==> src/hdl/tmpg_pkg.sv <==
package tmpg_pkg;

	localparam int MAG_W      = 23;
	localparam int DIST_W     = 24;
	localparam int RATE_W     = 16;
	localparam int VEL_W      = 17;
	localparam int HDG_W      = 17;
	localparam int STEP_W     = 20;
	localparam int GAIN_FRAC  = 8;
	localparam int DRV_W      = 32;
	localparam int CFG_IDX_W  = 3;
	localparam int DIV_NUM_W  = 56;
	localparam int DIV_DEN_W  = 17;
	localparam int DIV_CNT_W  = 6;
	localparam int ROOT_W     = DIV_NUM_W / 2;
	localparam int SQRT_CNT_W = 5;

	typedef enum logic [CFG_IDX_W-1:0] {
		REG_ACCEL_RATE     = 3'd0,
		REG_DECEL_RATE     = 3'd1,
		REG_MAX_VELOCITY   = 3'd2,
		REG_VELOCITY_SCALE = 3'd3,
		REG_HEADING_GAIN   = 3'd4
	} cfg_reg_t;

	typedef enum logic [4:0] {
		OP_NONE,
		OP_PLAN_MAG,
		OP_PLAN_MUL,
		OP_DIV_PEAK,
		OP_SQRT_GO,
		OP_PEAK,
		OP_CRUISE_SQ,
		OP_DIV_ACC_DIST,
		OP_SET_ACC_DIST,
		OP_DIV_DEC_DIST,
		OP_SET_REST,
		OP_DIV_HOLD,
		OP_SET_HOLD,
		OP_DIV_ACC_STEPS,
		OP_SET_ACC_STEPS,
		OP_DIV_DEC_STEPS,
		OP_SET_DEC_STEPS,
		OP_IDLE_PT,
		OP_ACC_V,
		OP_ACC_D,
		OP_HOLD_PT,
		OP_STEP_CLR,
		OP_STEP_ONE,
		OP_DEC_V,
		OP_DEC_SQ,
		OP_DIV_REM,
		OP_DEC_D,
		OP_FIN_PT,
		OP_DRV_MUL,
		OP_DRV_OUT
	} op_t;

	typedef struct packed {
		logic take;
		op_t  op;
	} tmpg_cmd_t;

	typedef struct packed {
		logic lt_accel;
		logic lt_hold;
		logic lt_decel;
		logic trap;
		logic cruise_zero;
		logic div_done;
		logic sqrt_done;
	} tmpg_sts_t;

	function automatic logic [STEP_W-1:0] sat_count(input logic [DIV_NUM_W-1:0] x);
		if (x > DIV_NUM_W'({STEP_W{1'b1}}))
			return {STEP_W{1'b1}};
		return x[STEP_W-1:0];
	endfunction

endpackage

==> src/hdl/tmpg_ctrl.sv <==
module tmpg_ctrl import tmpg_pkg::*; (
	input  logic      clk,
	input  logic      arst_n,
	input  logic      in_valid,
	output logic      in_ready,
	input  logic      req_type,
	output logic      out_valid,
	input  logic      out_ready,
	input  tmpg_sts_t sts,
	output tmpg_cmd_t cmd
);

	typedef enum logic [4:0] {
		S_IDLE, S_PLAN_MAG, S_PLAN_MUL, S_DIV_PEAK, S_W_PEAK, S_SQRT, S_W_SQRT,
		S_PEAK, S_CRUISE_SQ, S_DIV_AD, S_W_AD, S_DIV_DD, S_W_DD, S_DIV_HOLD,
		S_W_HOLD, S_DIV_AS, S_W_AS, S_DIV_DS, S_W_DS, S_IDLE_PT, S_TICK,
		S_ACC_D, S_DEC_SQ, S_DEC_DIV, S_W_REM, S_DRV_MUL, S_DRV_OUT
	} state_t;

	typedef enum logic [1:0] {PH_ACC, PH_HOLD, PH_DEC, PH_FIN} phase_t;

	state_t state_q, state_d;
	phase_t phase_q, phase_d;
	logic   active_q, active_d;
	logic   out_valid_q;
	logic   take;
	logic   load_out;
	op_t    op;

	assign in_ready = (state_q == S_IDLE);
	assign take     = in_valid && in_ready;
	assign load_out = (op == OP_DRV_OUT);

	always_comb begin
		state_d  = state_q;
		phase_d  = phase_q;
		active_d = active_q;
		op       = OP_NONE;
		unique case (state_q)
			S_IDLE:
				if (take) begin
					if (!req_type)
						state_d = S_PLAN_MAG;
					else if (active_q)
						state_d = S_TICK;
					else
						state_d = S_IDLE_PT;
				end
			S_PLAN_MAG: begin
				op      = OP_PLAN_MAG;
				state_d = S_PLAN_MUL;
			end
			S_PLAN_MUL: begin
				op      = OP_PLAN_MUL;
				state_d = S_DIV_PEAK;
			end
			S_DIV_PEAK: begin
				op      = OP_DIV_PEAK;
				state_d = S_W_PEAK;
			end
			S_W_PEAK: if (sts.div_done) state_d = S_SQRT;
			S_SQRT: begin
				op      = OP_SQRT_GO;
				state_d = S_W_SQRT;
			end
			S_W_SQRT: if (sts.sqrt_done) state_d = S_PEAK;
			S_PEAK: begin
				op      = OP_PEAK;
				state_d = (sts.trap && !sts.cruise_zero) ? S_CRUISE_SQ : S_DIV_AS;
			end
			S_CRUISE_SQ: begin
				op      = OP_CRUISE_SQ;
				state_d = S_DIV_AD;
			end
			S_DIV_AD: begin
				op      = OP_DIV_ACC_DIST;
				state_d = S_W_AD;
			end
			S_W_AD:
				if (sts.div_done) begin
					op      = OP_SET_ACC_DIST;
					state_d = S_DIV_DD;
				end
			S_DIV_DD: begin
				op      = OP_DIV_DEC_DIST;
				state_d = S_W_DD;
			end
			S_W_DD:
				if (sts.div_done) begin
					op      = OP_SET_REST;
					state_d = S_DIV_HOLD;
				end
			S_DIV_HOLD: begin
				op      = OP_DIV_HOLD;
				state_d = S_W_HOLD;
			end
			S_W_HOLD:
				if (sts.div_done) begin
					op      = OP_SET_HOLD;
					state_d = S_DIV_AS;
				end
			S_DIV_AS: begin
				op      = OP_DIV_ACC_STEPS;
				state_d = S_W_AS;
			end
			S_W_AS:
				if (sts.div_done) begin
					op      = OP_SET_ACC_STEPS;
					state_d = S_DIV_DS;
				end
			S_DIV_DS: begin
				op      = OP_DIV_DEC_STEPS;
				state_d = S_W_DS;
			end
			S_W_DS:
				if (sts.div_done) begin
					op       = OP_SET_DEC_STEPS;
					active_d = 1'b1;
					phase_d  = PH_ACC;
					state_d  = S_IDLE;
				end
			S_IDLE_PT: begin
				op      = OP_IDLE_PT;
				state_d = S_DRV_MUL;
			end
			// Empty phases are skipped one per cycle until a point is produced.
			S_TICK:
				unique case (phase_q)
					PH_ACC:
						if (sts.lt_accel) begin
							op      = OP_ACC_V;
							state_d = S_ACC_D;
						end else begin
							op      = OP_STEP_CLR;
							phase_d = PH_HOLD;
						end
					PH_HOLD:
						if (sts.lt_hold) begin
							op      = OP_HOLD_PT;
							state_d = S_DRV_MUL;
						end else begin
							op      = OP_STEP_ONE;
							phase_d = PH_DEC;
						end
					PH_DEC:
						if (sts.lt_decel) begin
							op      = OP_DEC_V;
							state_d = S_DEC_SQ;
						end else begin
							phase_d = PH_FIN;
						end
					PH_FIN: begin
						op       = OP_FIN_PT;
						active_d = 1'b0;
						phase_d  = PH_ACC;
						state_d  = S_DRV_MUL;
					end
				endcase
			S_ACC_D: begin
				op      = OP_ACC_D;
				state_d = S_DRV_MUL;
			end
			S_DEC_SQ: begin
				op      = OP_DEC_SQ;
				state_d = S_DEC_DIV;
			end
			S_DEC_DIV: begin
				op      = OP_DIV_REM;
				state_d = S_W_REM;
			end
			S_W_REM:
				if (sts.div_done) begin
					op      = OP_DEC_D;
					state_d = S_DRV_MUL;
				end
			S_DRV_MUL: begin
				op      = OP_DRV_MUL;
				state_d = S_DRV_OUT;
			end
			S_DRV_OUT:
				if (!out_valid_q || out_ready) begin
					op      = OP_DRV_OUT;
					state_d = S_IDLE;
				end
			default: state_d = S_IDLE;
		endcase
	end

	always_ff @(posedge clk or negedge arst_n) begin
		if (!arst_n) begin
			state_q     <= S_IDLE;
			phase_q     <= PH_ACC;
			active_q    <= 1'b0;
			out_valid_q <= 1'b0;
		end else begin
			state_q  <= state_d;
			phase_q  <= phase_d;
			active_q <= active_d;
			if (load_out)
				out_valid_q <= 1'b1;
			else if (out_ready)
				out_valid_q <= 1'b0;
		end
	end

	assign out_valid = out_valid_q;
	assign cmd.take  = take;
	assign cmd.op    = op;

endmodule

==> config.mk <==
export PLATFORM = sky130hd
export DESIGN_NAME = tmpg_ctrl
export DESIGN_NICKNAME = d
export VERILOG_FILES = /design/src/hdl/tmpg_pkg.sv /design/src/hdl/tmpg_ctrl.sv
export SDC_FILE = /design/constraint.sdc
export NUM_CORES = 1
export LEC_CHECK = 0
export ABC_AREA = 1
export BUFFER_PORTS_ARGS = -buffer_cell sky130_fd_sc_hd__buf_4
export CELL_PAD_IN_SITES_DETAIL_PLACEMENT = 0
export CELL_PAD_IN_SITES_GLOBAL_PLACEMENT = 1
export CORE_UTILIZATION = 42
export CTS_CLUSTER_SIZE = 14
export DETAILED_ROUTE_END_ITERATION = 6
export PLACE_DENSITY = 0.91
export RECOVER_POWER = 50
export REMOVE_ABC_BUFFERS = 1
export SETUP_SLACK_MARGIN = 0.05
export SLEW_MARGIN = 20
export SYNTH_ARGS = -nofsm -noshare
export SYNTH_HDL_FRONTEND = slang
export SYNTH_SLANG_ARGS = --single-unit
==> constraint.sdc <==
create_clock -name clk -period 2.54 [get_ports clk]
set_clock_uncertainty 0.15 [all_clocks]
set_input_delay 0.127 -clock clk [delete_from_list [all_inputs] [get_ports clk]]
set_output_delay 0.127 -clock clk [all_outputs]
set_load 0.05 [all_outputs]
==> impl_metrics.env <==
export IMPL_status="finished clean"
export IMPL_numCtsBuffers=3
export IMPL_cts_sinks=9
export IMPL_yosys_area_top_type="nand2_1"
export IMPL_max_stage_delay_ns=0.58
export IMPL_io_buffers=19
export IMPL_antenna_left=0
export IMPL_finalSetupViolCount=0
export IMPL_worst_setup_path_type="flip-flop to output port"
export IMPL_synth_top_cell_area_share=0.178
export IMPL_nets=253
export IMPL_grt_overflow=0
export IMPL_grt_pass1_wl_um=6080
export IMPL_clkLatencyLatePin_ns=0.27
export IMPL_wl_um=3630
export IMPL_max_slew_margin=0.611
export IMPL_syn_to_final_growth_pct=15.3
export IMPL_fmax_mhz=438
export IMPL_ys_flop_type="dfrtp_1"
export IMPL_gp_congestion=0.980
export IMPL_fin_crit_sh=0.898
export IMPL_htree_num_levels=1
export IMPL_cap_violations=0
export IMPL_startpoint_type="flip-flop"
export IMPL_clockBufferDepth=2
export IMPL_die_area_mm2=0.00339
export IMPL_finalSetupTns_ns=0
export IMPL_clk_pin_slew_worst_paths_ns=0.07
export IMPL_yosys_top_cells_area="nand2_1, dfrtp_1, nand3_1"
export IMPL_ys_async_sr_fraction=1.00
export IMPL_cts_tree="yes"
export IMPL_syn_area_mm2=0.00133
export IMPL_synth_seq_area_share=0.170
export IMPL_grt_antenna_before_repair=0
export IMPL_worst_pin_slew_ns=0.586
export IMPL_grt_max_degree=16
export IMPL_post_route_worst_setup_slack_ns=0.259
export IMPL_worstPathRequired_ns=2.26
export IMPL_reg2reg_depth=8
export IMPL_dp_hpwl_um=2890
export IMPL_multiInputGateArea_um2=960
export IMPL_dp_cells=273
export IMPL_r2r_start="state_q[3]$_DFFE_PN0P_"
export IMPL_period_minus_slack_ns=2.28
export IMPL_p_leak_nw=0.885
export IMPL_drive_gt1_frac=0.191
export IMPL_ioPinCount=20
export IMPL_ys_warn_count=0
export IMPL_routedWlPerCell_um=13.0
export IMPL_finalHoldViolCount=0
export IMPL_start_util=0.438
export IMPL_hold_start="req_type"
export IMPL_seq_area_um2=225
export IMPL_vias_per_cell=5.33
export IMPL_clockRootBuffer="clkbuf_4"
export IMPL_netlist_instances=215
export IMPL_regToRegEndpoint="state_q[1]$_DFFE_PN0P_"
export IMPL_die_w_um=58.2
export IMPL_r2r_slack_ns=0.60
export IMPL_rows=20
export IMPL_crit_arrival_ns=2.00
export IMPL_drc=0
export IMPL_fin_util=0.505
export IMPL_grt_setup_unrepaired="false"
export IMPL_hold_class="input pin to flip-flop"
export IMPL_crit_buf_inv=2
export IMPL_postSynthAreaPerCell_um2=6.17
export IMPL_end_kind="output port"
export IMPL_path_delay_family="simple AND/OR/NAND/NOR gates"
export IMPL_hold_ws_ns=0.0837
export IMPL_die_h_um=58.2
export IMPL_dr_first_iter_drc_count=116
export IMPL_dr_pass1_iters=4
export IMPL_hold_path_end="state_q[4]$_DFFE_PN0P_"
export IMPL_crit_slowest_cell="dfrtp_1"
export IMPL_finalMaxSlewViolations=0
export IMPL_vias=1486
export IMPL_fillers=332
export IMPL_ys_types=32
export IMPL_grt_pass1_vias=1372
export IMPL_path_max_fanout=7
export IMPL_synth_seq_cells=9
export IMPL_core_mm2=0.00303
export IMPL_holdPathStages=5
export IMPL_synth_edff_count=0
export IMPL_n_antenna_cell=0
export IMPL_power_density_mw_per_mm2=1290
export IMPL_crit_chain="inv_1 -> nor2_2 -> nand3_1 -> nor2_1 -> nor3_2 -> o211ai_1 -> buf_4"
export IMPL_post_place_ws_ns=0.586
export IMPL_ir_drop_mv=0.515
export IMPL_grtUsageTotal=0.234
export IMPL_stdcell_count=279
[cells in the final DEF, fill, tap and decap left out, types with 2 or more instances in the layout]
cell	netlist	routed
nand3_1	29	29
clkbuf_4	0	3
nor2_1	25	25
ha_1	5	5
buf_4	5	18
inv_2	4	4
inv_1	20	20
nor2_4	2	2
a21oi_1	2	2
clkbuf_1	0	2
nor2_8	2	2
dlygate4sd3_1	0	2
dfrtp_1	9	9
nor2_2	5	5
nand3_2	2	2
nand3b_1	2	2
nand2_1	63	63
nand4_1	13	13
nor3b_1	2	2
o211ai_1	4	4
o21ai_0	6	7
[sequential cells by signal, summed over array words and instances (netlist names)]
register,cells
active_q,1
state_q,5
out_valid,1
phase_q,2
[metal layers]
layer / GRT usage / vias to the layer above / routed length [um]
li1: - / 756 / -
met1: 0.325 / 662 / 1730
met2: 0.374 / 62 / 1650
met3: 0.0290 / 6 / 212
met4: 0.0850 / 0 / 38
met5: 0 / - / 0
[worst max path at each step]
stage	to	start	cells after the start
floorplan	out_valid$_DFFE_PN0P_	state_q[4]$_DFFE_PN0P_	7
global route	cmd[2]	state_q[0]$_DFFE_PN0P_	9
global placement	cmd[3]	state_q[1]$_DFFE_PN0P_	7
CTS	cmd[3]	state_q[3]$_DFFE_PN0P_	7
detailed placement	cmd[3]	state_q[3]$_DFFE_PN0P_	7
finish	cmd[3]	state_q[3]$_DFFE_PN0P_	7
[cell usage after synthesis, types with 4 or more instances]
cell,number
buf_4,5
dfrtp_1,9
ha_1,5
inv_1,20
inv_2,4
nand2_1,63
nand3_1,29
nand4_1,13
nor2_1,25
nor2_2,5
o211ai_1,4
o21ai_0,6
[what timing repair did]
item                                   CTS  global route
hold buffers                             2             0
gates resized for setup                  0             0
endpoints found under the hold margin   10             0
setup buffers                            0             0
[power by group]
group          switching [mW]  internal (mW)  leakage [nW]  total (mW)
Combinational            1.05          0.479         0.751        1.53
Clock                  0.0629         0.0584        0.0177       0.121
Sequential              0.121          0.205         0.117       0.325
Total                    1.23          0.742         0.885        1.98
[logic make-up after synthesis]
family / count (synthesis) / synth area share
flops: 9 / 0.170
compound gates: 16 / 0.0745
simple gates: 154 / 0.602
buf+inv: 31 / 0.107
fa+ha+maj: 5 / 0.0472
[stage by stage]
step / total power [mW] / instance area, um^2
after global routing: 2.15 / 1530
after detailed placement: 1.84 / 1490
after global placement: 1.86 / 1490
final: 1.98 / 1530
after CTS: 1.97 / 1540
after floorplan: 1.46 / 1280
[layout make-up]
type,instances,area share
Multi-Input combinational cell,175,0.628
Sequential cell,9,0.147
Timing Repair Buffer,22,0.106
Inverter,25,0.0646
Tap cell,44,0.0360
Clock buffer,3,0.0147
Clock inverter,1,0.00327
[worst reg2reg max path, stage by stage (launching register included)]
cell and delay [ns]:
dfrtp_1 0.58, inv_1 0.15, nor2_2 0.25, nand3_1 0.17, nand3_1 0.13, o21ai_1 0.12
nor2b_4 0.16, nand2_1 0.07, nand2_1 0.05
Note: power is estimated with default switching activity, not from simulation.
